$ cat config.mk
export PLATFORM = sky130hd
export DESIGN_NAME = priority_ready_queue_scheduler_core
export DESIGN_NICKNAME = d
export VERILOG_FILES = /design/src/sv/prq_pkg.sv /design/src/sv/priority_ready_queue_scheduler_core.sv
export SDC_FILE = /design/constraint.sdc
export NUM_CORES = 1
export LEC_CHECK = 0
export BUFFER_PORTS_ARGS = -buffer_cell sky130_fd_sc_hd__buf_4
export CAP_MARGIN = 20
export CORE_AREA = 2 2 216 218
export DETAILED_ROUTE_END_ITERATION = 6
export DIE_AREA = 0 0 218 220
export PLACE_DENSITY = 0.71
export SYNTH_ARGS = -nofsm -noshare
export SYNTH_HDL_FRONTEND = slang
export SYNTH_SLANG_ARGS = --single-unit
$ cat constraint.sdc
create_clock -name clk_i -period 3.4 [get_ports clk_i]
set_input_delay 0.68 -clock clk_i [delete_from_list [all_inputs] [get_ports clk_i]]
set_output_delay 0.68 -clock clk_i [all_outputs]
set_load 0.05 [all_outputs]
$ cat src/sv/prq_pkg.sv
`default_nettype none

package prq_pkg;

  // Sizes of the queue tables.
  localparam int Priorities = 32;
  localparam int Threads    = 16;
  localparam int LvlW       = $clog2(Priorities);
  localparam int TidW       = $clog2(Threads);

  typedef logic [LvlW-1:0] lvl_t;
  typedef logic [TidW-1:0] tid_t;

  typedef enum logic [1:0] {
    CMD_INSERT   = 2'd0,
    CMD_REMOVE   = 2'd1,
    CMD_SCHEDULE = 2'd2
  } cmd_e;

  typedef enum logic [2:0] {
    ST_IDLE,
    ST_INS_RD,
    ST_INS_LINK,
    ST_RM_THR,
    ST_RM_LVL,
    ST_RM_PREV,
    ST_SCH_RD,
    ST_RESP
  } state_e;

  // One entry of the level memory: first and last thread of a level.
  typedef struct packed {
    tid_t head;
    tid_t tail;
  } lvl_ent_t;

  // One entry of the thread memory: links and the level it is queued at.
  typedef struct packed {
    tid_t nxt_tid;
    tid_t prv_tid;
    lvl_t qlvl;
  } thr_ent_t;

  // Field write enables of the two memories.
  typedef struct packed {
    logic head;
    logic tail;
  } lvl_we_t;

  typedef struct packed {
    logic nxt_tid;
    logic prv_tid;
    logic qlvl;
  } thr_we_t;

endpackage

`default_nettype wire

$ cat src/sv/priority_ready_queue_scheduler_core.sv
// An item is taken only when idle or as the last result is loaded. An insert reads
// its level, writes the level and thread, then links the old tail if others wait;
// a remove reads the thread, then its level, unlinks it and may fix the successor;
// a schedule reads the best level; an empty schedule or ignored command has no steps.
// Reset clears the ready bitmap, queued flags, running thread and control; the link
// memories are not cleared and there is no clearing pass.
`default_nettype none

module priority_ready_queue_scheduler_core (
  input  wire                 clk_i,
  input  wire                 rst_ni,
  input  wire                 in_valid_i,
  output logic                in_stall_o,
  input  wire [1:0]           command_i,
  input  wire prq_pkg::tid_t  thread_id_i,
  input  wire prq_pkg::lvl_t  thread_priority_i,
  output logic                out_valid_o,
  input  wire                 out_stall_i,
  output prq_pkg::tid_t       chosen_thread_o,
  output prq_pkg::lvl_t       chosen_priority_o,
  output prq_pkg::tid_t       previous_thread_o,
  output logic                switch_needed_o,
  output logic                none_ready_o,
  output logic                status_o
);

  prq_pkg::state_e state_q, state_d;

  // Item registers.
  prq_pkg::tid_t tid_q;
  prq_pkg::lvl_t lvl_q, lvl_d;
  prq_pkg::tid_t prev_q, prev_d;
  logic          sw_q, sw_d, none_q, none_d, st_q, st_d;

  // Scheduler state in flip-flops.
  logic [prq_pkg::Priorities-1:0] ready_q, ready_d;
  logic [prq_pkg::Threads-1:0]    queued_q, queued_d;
  prq_pkg::tid_t                  run_thread_q, run_thread_d;
  prq_pkg::lvl_t                  run_prio_q, run_prio_d;
  logic                           run_valid_q, run_valid_d;

  // Output register.
  logic          out_valid_q;
  prq_pkg::tid_t out_thread_q, out_prev_q;
  prq_pkg::lvl_t out_prio_q;
  logic          out_sw_q, out_none_q, out_st_q;

  // Link memories.
  prq_pkg::lvl_ent_t lvl_mem [prq_pkg::Priorities];
  prq_pkg::thr_ent_t thr_mem [prq_pkg::Threads];
  prq_pkg::lvl_ent_t lvl_rd_q, lvl_wdata;
  prq_pkg::thr_ent_t thr_rd_q, thr_wdata;
  logic              lvl_rd_en, thr_rd_en;
  prq_pkg::lvl_t     lvl_rd_addr, lvl_wr_addr;
  prq_pkg::tid_t     thr_rd_addr, thr_wr_addr;
  prq_pkg::lvl_we_t  lvl_we;
  prq_pkg::thr_we_t  thr_we;

  logic          out_free, accept_ok, in_accept, out_load;
  prq_pkg::lvl_t in_pri_sat, best_lvl;
  logic          ins_bit, rm_only, sch_switch;
  prq_pkg::tid_t rm_hd, rm_tl, rm_nx, rm_pv;
  prq_pkg::lvl_t rm_lvl;

  // Handshake: items are taken when idle or while the result slot drains.
  assign out_free   = !out_valid_q || !out_stall_i;
  assign out_load   = (state_q == prq_pkg::ST_RESP) && out_free;
  assign accept_ok  = (state_q == prq_pkg::ST_IDLE) || out_load;
  assign in_accept  = in_valid_i && accept_ok;
  assign in_stall_o = !accept_ok;

  // Out-of-range priorities fall onto the lowest level.
  assign in_pri_sat = (thread_priority_i > prq_pkg::lvl_t'(prq_pkg::Priorities - 1)) ?
                      prq_pkg::lvl_t'(prq_pkg::Priorities - 1) : thread_priority_i;

  // Lowest set bit of the ready bitmap is the best level.
  always_comb begin
    best_lvl = prq_pkg::lvl_t'(prq_pkg::Priorities - 1);
    for (int i = prq_pkg::Priorities - 1; i >= 0; i--) begin
      if (ready_q[i]) best_lvl = prq_pkg::lvl_t'(i);
    end
  end

  // Values read back from the memories.
  assign ins_bit    = ready_q[lvl_q];
  assign rm_hd      = lvl_rd_q.head;
  assign rm_tl      = lvl_rd_q.tail;
  assign rm_nx      = thr_rd_q.nxt_tid;
  assign rm_pv      = thr_rd_q.prv_tid;
  assign rm_lvl     = thr_rd_q.qlvl;
  assign rm_only    = (rm_hd == tid_q) && (rm_tl == tid_q);
  assign sch_switch = !run_valid_q || (lvl_rd_q.head != run_thread_q);

  // Next state.
  always_comb begin
    state_d = state_q;
    case (state_q)
      prq_pkg::ST_IDLE, prq_pkg::ST_RESP: begin
        if (out_load) state_d = prq_pkg::ST_IDLE;
        if (in_accept) begin
          case (prq_pkg::cmd_e'(command_i))
            prq_pkg::CMD_INSERT:
              state_d = queued_q[thread_id_i] ? prq_pkg::ST_RESP : prq_pkg::ST_INS_RD;
            prq_pkg::CMD_REMOVE:
              state_d = queued_q[thread_id_i] ? prq_pkg::ST_RM_THR : prq_pkg::ST_RESP;
            prq_pkg::CMD_SCHEDULE:
              state_d = (ready_q == '0) ? prq_pkg::ST_RESP : prq_pkg::ST_SCH_RD;
            default:
              state_d = prq_pkg::ST_RESP;
          endcase
        end
      end
      prq_pkg::ST_INS_RD:   state_d = ins_bit ? prq_pkg::ST_INS_LINK : prq_pkg::ST_RESP;
      prq_pkg::ST_INS_LINK: state_d = prq_pkg::ST_RESP;
      prq_pkg::ST_RM_THR:   state_d = prq_pkg::ST_RM_LVL;
      prq_pkg::ST_RM_LVL:   state_d = (rm_tl != tid_q) ? prq_pkg::ST_RM_PREV : prq_pkg::ST_RESP;
      prq_pkg::ST_RM_PREV:  state_d = prq_pkg::ST_RESP;
      prq_pkg::ST_SCH_RD:   state_d = prq_pkg::ST_RESP;
      default:              state_d = prq_pkg::ST_IDLE;
    endcase
  end

  // Memory accesses and state updates of each step.
  always_comb begin
    lvl_rd_en    = 1'b0;
    lvl_rd_addr  = in_pri_sat;
    thr_rd_en    = 1'b0;
    thr_rd_addr  = thread_id_i;
    lvl_we       = '0;
    lvl_wr_addr  = lvl_q;
    lvl_wdata    = '{head: tid_q, tail: tid_q};
    thr_we       = '0;
    thr_wr_addr  = tid_q;
    thr_wdata    = '{nxt_tid: tid_q, prv_tid: lvl_rd_q.tail, qlvl: lvl_q};
    ready_d      = ready_q;
    queued_d     = queued_q;
    run_thread_d = run_thread_q;
    run_prio_d   = run_prio_q;
    run_valid_d  = run_valid_q;
    lvl_d        = lvl_q;
    prev_d       = prev_q;
    sw_d         = sw_q;
    none_d       = none_q;
    st_d         = st_q;

    // Decode an accepted item and issue its first read.
    if (in_accept) begin
      prev_d = '0;
      sw_d   = 1'b0;
      none_d = 1'b0;
      st_d   = 1'b0;
      lvl_d  = in_pri_sat;
      case (prq_pkg::cmd_e'(command_i))
        prq_pkg::CMD_INSERT: begin
          st_d      = queued_q[thread_id_i];
          lvl_rd_en = 1'b1;
        end
        prq_pkg::CMD_REMOVE: begin
          st_d      = !queued_q[thread_id_i];
          thr_rd_en = 1'b1;
        end
        prq_pkg::CMD_SCHEDULE: begin
          none_d      = (ready_q == '0);
          lvl_d       = best_lvl;
          lvl_rd_en   = 1'b1;
          lvl_rd_addr = best_lvl;
        end
        default: st_d = 1'b1;
      endcase
    end

    case (state_q)
      // Append at the tail, or start a new level.
      prq_pkg::ST_INS_RD: begin
        lvl_we.tail     = 1'b1;
        lvl_we.head     = !ins_bit;
        thr_we.qlvl     = 1'b1;
        thr_we.prv_tid  = ins_bit;
        ready_d[lvl_q]  = 1'b1;
        queued_d[tid_q] = 1'b1;
      end
      // Link the old tail forward to the new thread.
      prq_pkg::ST_INS_LINK: begin
        thr_wr_addr    = lvl_rd_q.tail;
        thr_we.nxt_tid = 1'b1;
      end
      // The thread's level is known; read that level's head and tail.
      prq_pkg::ST_RM_THR: begin
        lvl_rd_en   = 1'b1;
        lvl_rd_addr = rm_lvl;
      end
      // Unlink: fix the level ends and the forward link of the predecessor.
      prq_pkg::ST_RM_LVL: begin
        queued_d[tid_q] = 1'b0;
        if (rm_only) begin
          ready_d[rm_lvl] = 1'b0;
        end else begin
          lvl_wr_addr    = rm_lvl;
          lvl_we.head    = (rm_hd == tid_q);
          lvl_we.tail    = (rm_tl == tid_q);
          lvl_wdata      = '{head: rm_nx, tail: rm_pv};
          thr_wr_addr    = rm_pv;
          thr_we.nxt_tid = (rm_hd != tid_q);
          thr_wdata      = '{nxt_tid: rm_nx, prv_tid: rm_pv, qlvl: rm_lvl};
        end
      end
      // Fix the backward link of the successor.
      prq_pkg::ST_RM_PREV: begin
        thr_wr_addr    = rm_nx;
        thr_we.prv_tid = 1'b1;
        thr_wdata      = '{nxt_tid: rm_nx, prv_tid: rm_pv, qlvl: rm_lvl};
      end
      // Switch to the head of the best level if it is not already running.
      prq_pkg::ST_SCH_RD: begin
        if (sch_switch) begin
          prev_d       = run_thread_q;
          run_thread_d = lvl_rd_q.head;
          run_prio_d   = lvl_q;
          run_valid_d  = 1'b1;
          sw_d         = 1'b1;
        end
      end
      default: ;
    endcase
  end

  // Control registers.
  always_ff @(posedge clk_i or negedge rst_ni) begin
    if (!rst_ni) begin
      state_q      <= prq_pkg::ST_IDLE;
      ready_q      <= '0;
      queued_q     <= '0;
      run_thread_q <= '0;
      run_prio_q   <= prq_pkg::lvl_t'(prq_pkg::Priorities - 1);
      run_valid_q  <= 1'b0;
      out_valid_q  <= 1'b0;
    end else begin
      state_q      <= state_d;
      ready_q      <= ready_d;
      queued_q     <= queued_d;
      run_thread_q <= run_thread_d;
      run_prio_q   <= run_prio_d;
      run_valid_q  <= run_valid_d;
      out_valid_q  <= out_load || (out_valid_q && out_stall_i);
    end
  end

  // Item and result payload.
  always_ff @(posedge clk_i) begin
    if (in_accept) tid_q <= thread_id_i;
    lvl_q  <= lvl_d;
    prev_q <= prev_d;
    sw_q   <= sw_d;
    none_q <= none_d;
    st_q   <= st_d;
    if (out_load) begin
      out_thread_q <= run_thread_q;
      out_prio_q   <= run_prio_q;
      out_prev_q   <= prev_q;
      out_sw_q     <= sw_q;
      out_none_q   <= none_q;
      out_st_q     <= st_q;
    end
  end

  // Level memory: head and tail per level, registered read.
  always_ff @(posedge clk_i) begin
    if (lvl_we.head) lvl_mem[lvl_wr_addr].head <= lvl_wdata.head;
    if (lvl_we.tail) lvl_mem[lvl_wr_addr].tail <= lvl_wdata.tail;
    if (lvl_rd_en) lvl_rd_q <= lvl_mem[lvl_rd_addr];
  end

  // Thread memory: links and queued level per thread, registered read.
  always_ff @(posedge clk_i) begin
    if (thr_we.nxt_tid) thr_mem[thr_wr_addr].nxt_tid <= thr_wdata.nxt_tid;
    if (thr_we.prv_tid) thr_mem[thr_wr_addr].prv_tid <= thr_wdata.prv_tid;
    if (thr_we.qlvl)    thr_mem[thr_wr_addr].qlvl    <= thr_wdata.qlvl;
    if (thr_rd_en) thr_rd_q <= thr_mem[thr_rd_addr];
  end

  assign out_valid_o       = out_valid_q;
  assign chosen_thread_o   = out_thread_q;
  assign chosen_priority_o = out_prio_q;
  assign previous_thread_o = out_prev_q;
  assign switch_needed_o   = out_sw_q;
  assign none_ready_o      = out_none_q;
  assign status_o          = out_st_q;

endmodule

`default_nettype wire

# [After elaboration in Yosys (flattened, before gate mapping)]
# Memory sizes are Yosys's and may differ from the RTL's. A register that Yosys moved wholly into a read port is not among the register bits.
# Cells that the tools add are included.
[op_classes] n_lt_le_gt_ge=8 n_eq_ne=16 n_mux=93 bitwise=6 n_reduce_logical=26
[ops] operator="$mux 5" count=36
[ops] operator="$pmux 32 s2" count=1
[ops] operator="$and 32x32->32" count=1
[ops] operator="$logic_not 32->1" count=1
[ops] operator="$mux 32" count=1
[ops] operator="$not 32->32" count=1
[ops] operator="$or 32x32->32" count=1
[ops] operator="$pmux 16 s2" count=1
[ops] operator="$mux 1" count=27
[ops] operator="$pmux 13 s2" count=1
[ops] operator="$and 16x16->16" count=1
[ops] operator="$mux 4" count=4
[ops] operator="$mux 8" count=2
[ops] operator="$not 16->16" count=1
[ops] operator="$or 16x16->16" count=1
[ops] operator="$mux 3" count=5
[ops] operator="$pmux 3 s5" count=1
[ops] operator="$mux 13" count=1
[ops] operator="$eq 3x3->1 const B" count=4
[ops] operator="$lt 5x6->1 const B" count=2
[ops] operator="$ne 4x4->1" count=3
[ops] operator="$pmux 4 s3" count=1
[ops] operator="$demux 1 s5" count=2
[ops] operator="$ge 5x1->1 const B" count=2
[ops] operator="27 further kinds" count=48
[word_totals] regBits=94 ramBits=464 output_inout_bits=18 wordCells=170 mem_count=2
[memory_table] memory="lvl_mem" words=32 width=8 rd=1 rd_ports_with_merged_regs=1 wr=1 line_no="priority_ready_queue_scheduler_core.sv:49" text="prq_pkg::lvl_ent_t lvl_mem [prq_pkg::Priorities];"
[memory_table] memory="thr_mem" words=16 width=13 rd=1 rd_ports_with_merged_regs=1 wr=1 line_no="priority_ready_queue_scheduler_core.sv:50" text="prq_pkg::thr_ent_t thr_mem [prq_pkg::Threads];"

# [Depth between registers and ports, before layout]
[depth] word_depth=34 ltp_mapped=14 depth_no_buf=11

# [Worst setup path before layout]
# OpenSTA, ideal clock, no wires.
[synth_path] path_kind="input to register" startpoint="input port command_i[0]" endpoint="register, netlist name rm_hd[2]" arrival_time_ns=2.801 path_slack_ns=0.330 cell_stages=12 n_path_buf=3 cell_sequence="inv_1 ha_1 clkbuf_1 nand2_1 nor3b_1 o41ai_1 nor2_1 buf_2 clkbuf_1 nand3_1 o2111ai_1 nor4_2"
[synth_between] elab_chain_cells=5
[synth_lines] item="start: declaration" line_no="priority_ready_queue_scheduler_core.sv:14" text="input wire [1:0] command_i,"
[synth_lines] item="$eq 2x2->1 / $logic_not 2->1 (equally long branches)" line_no="priority_ready_queue_scheduler_core.sv:153" text="case (prq_pkg::cmd_e'(command_i))"
[synth_lines] item="$reduce_or 2->1 (no line)"
[synth_lines] item="$mux 1" line_no="priority_ready_queue_scheduler_core.sv:153"
[synth_lines] item="$mux 1" line_no="priority_ready_queue_scheduler_core.sv:147" text="if (in_accept) begin"
[synth_lines] item="$mux 1" line_no="priority_ready_queue_scheduler_core.sv:172" text="case (state_q)"
# Several ways; a longest one is shown, not always the timed one.
# A chain may end at the register's enable or synchronous reset.

# [Final worst setup path]
[layout_path] startpoint="register, netlist name rm_tl[0]" endpoint="memory lvl_mem[23][2] (netlist bit), enable pin"
[layout_between] elab_chain_cells=6
[layout_lines] item="$eq 4x4->1 *" line_no="priority_ready_queue_scheduler_core.sv:91, priority_ready_queue_scheduler_core.sv:200"
[layout_lines] item="$logic_and 1x1->1" line_no="priority_ready_queue_scheduler_core.sv:91" text="assign rm_only = (rm_hd == tid_q) && (rm_tl == tid_q);"
[layout_lines] item="$mux 2" line_no="priority_ready_queue_scheduler_core.sv:195" text="if (rm_only) begin"
[layout_lines] item="$pmux 2 s2" line_no="priority_ready_queue_scheduler_core.sv:172"
[layout_lines] item="$mux 1" line_no="priority_ready_queue_scheduler_core.sv:269" text="if (lvl_we.tail) lvl_mem[lvl_wr_addr].tail <= lvl_wdata.tail;"
[layout_lines] item="$mux 1 (implied by the code)" line_no="priority_ready_queue_scheduler_core.sv:269"
[layout_lines] item="end: declaration" line_no="priority_ready_queue_scheduler_core.sv:49"
# Mark *: on every way between the ends. The rest lies on a longest branch, timed or not.

==> report_table.html <==
<table>
<tr><th>Metric</th><th>Value</th></tr>
<tr><th colspan="2">Synth</th></tr>
<tr><td>Post-synthesis async set-or-reset flop share</td><td>a little over a tenth</td></tr>
<tr><td>Flops &amp; latches, synth</td><td>just under 600</td></tr>
<tr><td>Synthesized Nets</td><td>1756</td></tr>
<tr><td>Count of flip-flops with a built-in enable after synthesis</td><td>around 510</td></tr>
<tr><td>Top flip-flop cell by instance count after synthesis</td><td>sky130_fd_sc_hd__edfxtp_1</td></tr>
<tr><td>Cell count after synthesis</td><td>around 1.7k</td></tr>
<tr><td>Distinct cell type count after synthesis</td><td>80</td></tr>
<tr><td>Mapped cell area</td><td>0.0249 mm²</td></tr>
<tr><td>Count of synthesis-stage warnings from yosys</td><td>0</td></tr>
<tr><td>Register area share after synthesis</td><td>about two thirds</td></tr>
<tr><td>Mean area per synthesized cell</td><td>14.3 µm²</td></tr>
<tr><th colspan="2">Floorplanning</th></tr>
<tr><td>Number of primary I/O pins</td><td>33</td></tr>
<tr><td>Site row count</td><td>just under 80</td></tr>
<tr><td>Y dimension of the die</td><td>around 220 µm</td></tr>
<tr><td>Starting Density</td><td>a little over half</td></tr>
<tr><td>Area of the core</td><td>roughly 0.046 mm²</td></tr>
<tr><td>Die outline width</td><td>218 µm</td></tr>
<tr><td>Die area</td><td>approximately 0.048 mm²</td></tr>
<tr><th colspan="2">Worst setup path</th></tr>
<tr><td>Crit-path slowest cell</td><td>sky130_fd_sc_hd__o21ai_0</td></tr>
<tr><td>Data required time of the worst path</td><td>3.68 ns</td></tr>
<tr><td>Worst Path Max Fanout</td><td>17</td></tr>
<tr><td>Flop-to-flop setup slack</td><td>-0.05 ns</td></tr>
<tr><td>Depth of the worst register-to-register path</td><td>9</td></tr>
<tr><td>Critical Path AT</td><td>~3.7 ns</td></tr>
<tr><td>Gate family responsible for the most delay along the worst path</td><td>simple AND/OR/NAND/NOR gates</td></tr>
<tr><td>Worst setup path startpoint</td><td>rm_tl[0]</td></tr>
<tr><td>Top cell by count, worst path</td><td>sky130_fd_sc_hd__buf_4</td></tr>
<tr><td>Endpoint type of the worst setup path</td><td>register</td></tr>
<tr><td>Ordered cell list for the critical path</td><td>xnor2_1 -&gt; and4_1 -&gt; and2_2 -&gt; buf_4 -&gt; nand2b_1 -&gt; buf_4 -&gt; o21ai_0 -&gt; nand2_2 -&gt; nor2_1</td></tr>
<tr><td>Sum of buffers and inverters on the critical path</td><td>2</td></tr>
<tr><td>Capture instance of the worst register-to-register path</td><td>lvl_mem[23][2]</td></tr>
<tr><td>Number of logic stages on the critical path including buffering</td><td>9</td></tr>
<tr><td>Startpoint type of the worst setup path</td><td>register</td></tr>
<tr><td>Worst Setup Path Type</td><td>register to register</td></tr>
<tr><td>Crit path to</td><td>lvl_mem[23][2]</td></tr>
<tr><td>Slowest Stage Delay on Critical Path</td><td>approximately 0.60 ns</td></tr>
<tr><td>Launch instance of the worst register-to-register path</td><td>rm_tl[0]</td></tr>
<tr><th colspan="2">Clock network</th></tr>
<tr><td>Worst-Skew Late Latency</td><td>about 0.63 ns</td></tr>
<tr><td>TritonCTS Buffers</td><td>58</td></tr>
<tr><td># H-tree levels</td><td>2</td></tr>
<tr><td>Number of buffers on the longest clock path</td><td>3</td></tr>
<tr><td>Number of sinks on the clock net</td><td>579</td></tr>
<tr><td>TritonCTS clock tree</td><td>built</td></tr>
<tr><td>Buffer count from post-CTS setup fixing</td><td>0</td></tr>
<tr><td>Root cell of the clock tree</td><td>sky130_fd_sc_hd__clkbuf_16</td></tr>
<tr><td>Clock-pin slew reported for the worst setup and hold paths after clock tree synthesis</td><td>approximately 0.070 ns</td></tr>
<tr><td>Hold-fix buffer count after cts</td><td>0</td></tr>
<tr><th colspan="2">Power and ir drop</th></tr>
<tr><td>Worst IR drop on VDD</td><td>between 0.5 and 0.6 mV</td></tr>
<tr><td>Portion of total power attributed to combinational logic</td><td>between 20% and 30%</td></tr>
<tr><td>Sequential fraction of design power</td><td>about two fifths</td></tr>
<tr><td>Clock network fraction of design power</td><td>between 20% and 30%</td></tr>
<tr><td>Overall power consumption</td><td>between 20 and 25 mW</td></tr>
<tr><td>Fraction of power spent switching nets</td><td>between 30% and 40%</td></tr>
<tr><td>Standby leakage power</td><td>about 9.9 nW</td></tr>
<tr><td>Power density of the placed cells</td><td>approximately 810 mW/mm²</td></tr>
<tr><td>Internal power contribution</td><td>~16 mW</td></tr>
<tr><td>P_sw</td><td>between 7 and 8 mW</td></tr>
<tr><th colspan="2">Detailed routing</th></tr>
<tr><td>DRC Markers</td><td>0</td></tr>
<tr><td>Antenna Nets Post-Route</td><td>0</td></tr>
<tr><td>Mean routed wirelength per cell</td><td>23.2 µm</td></tr>
<tr><td>Detailed-router iteration count before antenna repair</td><td>5</td></tr>
<tr><td>Total Wirelength</td><td>about 58000 µm</td></tr>
<tr><td>DR vias/cell</td><td>between 6 and 7</td></tr>
<tr><td>Overall via count from detail_route</td><td>roughly 16k</td></tr>
<tr><td>Number of DRC markers in iteration 0</td><td>roughly 1.8k</td></tr>
<tr><th colspan="2">STA</th></tr>
<tr><td>Final period utilization</td><td>101%</td></tr>
<tr><td>Rel. slew slack</td><td>between 40 and 50%</td></tr>
<tr><td>Setup_tns</td><td>-0.189 ns</td></tr>
<tr><td>Post-route setup slack</td><td>-0.0473 ns</td></tr>
<tr><td>Final Max Slew Viols</td><td>0</td></tr>
<tr><td>Setup violations, final</td><td>4</td></tr>
<tr><td>Hold Violations, Final</td><td>0</td></tr>
<tr><td>Clock tree skew after final layout</td><td>slightly below 0.02 ns</td></tr>
<tr><td>Period minus WS final</td><td>about 3.4 ns</td></tr>
<tr><td>Fmax achieved</td><td>~290 MHz</td></tr>
<tr><td>Unrepaired setup endpoints after global routing</td><td>yes</td></tr>
<tr><td>Transition time at the pin with the least slew margin</td><td>0.832 ns</td></tr>
<tr><th colspan="2">Cells and area</th></tr>
<tr><td>Number of antenna repair diodes</td><td>0</td></tr>
<tr><td>Layout overhead on the synthesized area</td><td>15.6%</td></tr>
<tr><td>Utilization of the core after routing</td><td>62.7%</td></tr>
<tr><td>FILL cells</td><td>around 3.3k</td></tr>
<tr><td>Area used by multi-input combinational logic</td><td>around 0.0074 mm²</td></tr>
<tr><td>Net count reported at finish</td><td>between 1.5k and 2k</td></tr>
<tr><td>Share of post-route cells with drive strength above 1</td><td>about a quarter</td></tr>
<tr><td>Area used by sequential logic in the layout</td><td>between 0.015 and 0.02 mm²</td></tr>
<tr><th colspan="2">Outcome</th></tr>
<tr><td>Outcome</td><td>complete, but fails checks</td></tr>
<tr><td>Violations in the final reports</td><td>negative setup slack</td></tr>
<tr><th colspan="2">Min path</th></tr>
<tr><td>Class of the tightest hold or removal check</td><td>input port to asynchronous set/reset pin</td></tr>
<tr><th colspan="2">Run</th></tr>
<tr><td>Number of max-capacitance violations reported</td><td>0</td></tr>
<tr><th colspan="2">Placed design</th></tr>
<tr><td>Final HPWL from detailed placement</td><td>about 39000 µm</td></tr>
<tr><td>Buffers added on ports</td><td>32</td></tr>
<tr><td>Final RePlAce weighted congestion</td><td>around 0.95</td></tr>
<tr><th colspan="2">Global routing</th></tr>
<tr><td>Number of antenna violations at the first check in global routing</td><td>0</td></tr>
<tr><td>Total overflow reported by the global router</td><td>0</td></tr>
<tr><td>Vias in the first global route</td><td>15.5k</td></tr>
<tr><td>Global router's overall resource usage</td><td>24.8%</td></tr>
<tr><td>Maximum number of pins on one net before global-route repair</td><td>63</td></tr>
<tr><td>First-pass GRT wire length</td><td>90100 µm</td></tr>
</table>
[through the flow]
stage / std cells / instance area, µm² / hold slack (ns) / worst slack, ns
2_1_floorplan: 1737 / 24900 / 0.384 / 0.330
3_3_place_gp: 2409 / 26600 / 0.412 / -0.0775
3_5_place_dp: 2409 / 26600 / 0.420 / -0.0973
4_1_cts: 2518 / 28700 / 0.159 / -0.110
5_1_grt: 2518 / 28800 / 0.200 / -0.0870
6_report: 2518 / 28800 / 0.136 / -0.0473
[power groups by stage]
stage	Clock [mW]	Combinational (mW)	Sequential (mW)
4_1_cts	6.81	6.78	9.65
2_1_floorplan	0	4.16	9.84
3_3_place_gp	0	6.56	9.76
5_1_grt	7.05	7.41	9.73
3_5_place_dp	0	6.73	9.80
6_report	6.72	6.87	9.67
[worst min path at each step]
stage | from | end | slack [ns] | depth (start not counted)
final | rst_ni | asynchronous set/reset pin | 0.14 | 1
after global routing | rst_ni | asynchronous set/reset pin | 0.20 | 1
after CTS | rst_ni | asynchronous set/reset pin | 0.16 | 1
after detailed placement | prev_q[1] | previous_thread_o[1] | 0.42 | 0
after global placement | prev_q[2] | previous_thread_o[2] | 0.41 | 0
after floorplan | rst_ni | asynchronous set/reset pin | 0.38 | 0
[synth_stat cells, types with 10 or more instances]
library cell               count  area (µm²)
sky130_fd_sc_hd__a211oi_1     63         473
sky130_fd_sc_hd__a21boi_0     11        82.6
sky130_fd_sc_hd__a21oi_1      34         170
sky130_fd_sc_hd__a31oi_1      22         138
sky130_fd_sc_hd__and3_1       65         407
sky130_fd_sc_hd__buf_1        12        45.0
sky130_fd_sc_hd__buf_2        33         165
sky130_fd_sc_hd__clkbuf_1     44         165
sky130_fd_sc_hd__dfrtp_1      57        1430
sky130_fd_sc_hd__edfxtp_1    512       15400
sky130_fd_sc_hd__inv_1        22        82.6
sky130_fd_sc_hd__mux2_2       31         349
sky130_fd_sc_hd__mux2i_1      10         100
sky130_fd_sc_hd__mux4_2       78        1760
sky130_fd_sc_hd__nand2_1     203         762
sky130_fd_sc_hd__nand2b_1     17         106
sky130_fd_sc_hd__nand3_1      62         310
sky130_fd_sc_hd__nor2_1      148         556
sky130_fd_sc_hd__o21ai_0      99         495
sky130_fd_sc_hd__o21ai_1      19        95.1
sky130_fd_sc_hd__or3_1        10        62.6
[sequential cells by signal, summed over array words and instances (netlist names), 3 cells and up, named ones only]
| signal | cells |
|---|---|
| lvl_mem | 256 |
| thr_mem | 208 |
| ready_q | 32 |
| chosen_priority_o | 5 |
| lvl_q | 5 |
| rm_lvl | 5 |
| run_prio_q | 5 |
| chosen_thread_o | 4 |
| prev_q | 4 |
| previous_thread_o | 4 |
| rm_hd | 4 |
| rm_nx | 4 |
| rm_pv | 4 |
| rm_tl | 4 |
| run_thread_q | 4 |
| tid_q | 4 |
| state_q | 3 |
[cells in the final DEF (no fill, tap or decap), drive strengths merged, types with 11 or more instances in the layout]
| cell type | count |
|---|---|
| edfxtp | 512 |
| nand2 | 203 |
| buf | 165 |
| nor2 | 149 |
| o21ai | 118 |
| mux4 | 78 |
| clkbuf | 71 |
| and3 | 66 |
| nand3 | 64 |
| a211oi | 63 |
| dfrtp | 57 |
| a21oi | 36 |
| mux2 | 31 |
| inv | 27 |
| a31oi | 23 |
| clkinv | 21 |
| nor4 | 18 |
| nand2b | 17 |
| a21boi | 11 |
[layout make-up]
cell class / count / area share [%]
Multi-Input combinational cell: 1034 / 25.8
Tap cell: 607 / 2.64
Clock inverter: 38 / 1.64
Clock buffer: 71 / 5.46
Sequential cell: 579 / 59.2
Timing Repair Buffer: 165 / 4.96
Inverter: 24 / 0.313
[routing by layer]
layer  wire [µm]  global-route usage [%]
met5           0                       0
met3        4370                    4.07
met4        2200                    9.77
met2       28100                    40.4
met1       23700                    33.7
[repair_timing]
item	in CTS	in global routing
pin swaps	0	0
endpoints found under the setup margin	103	274
resized for setup	9	30
[logic make-up after synthesis]
group                    synth area share (%)
AO/OA/AOI/OAI                            8.73
XOR/XNOR                                0.422
adder cells (fa/ha/maj)                 0.201
buffers and inverters                    2.28
flip-flops                               68.5
multiplexers                             8.87
AND/OR/NAND/NOR                          11.0
(Power assumes the default switching activity.)
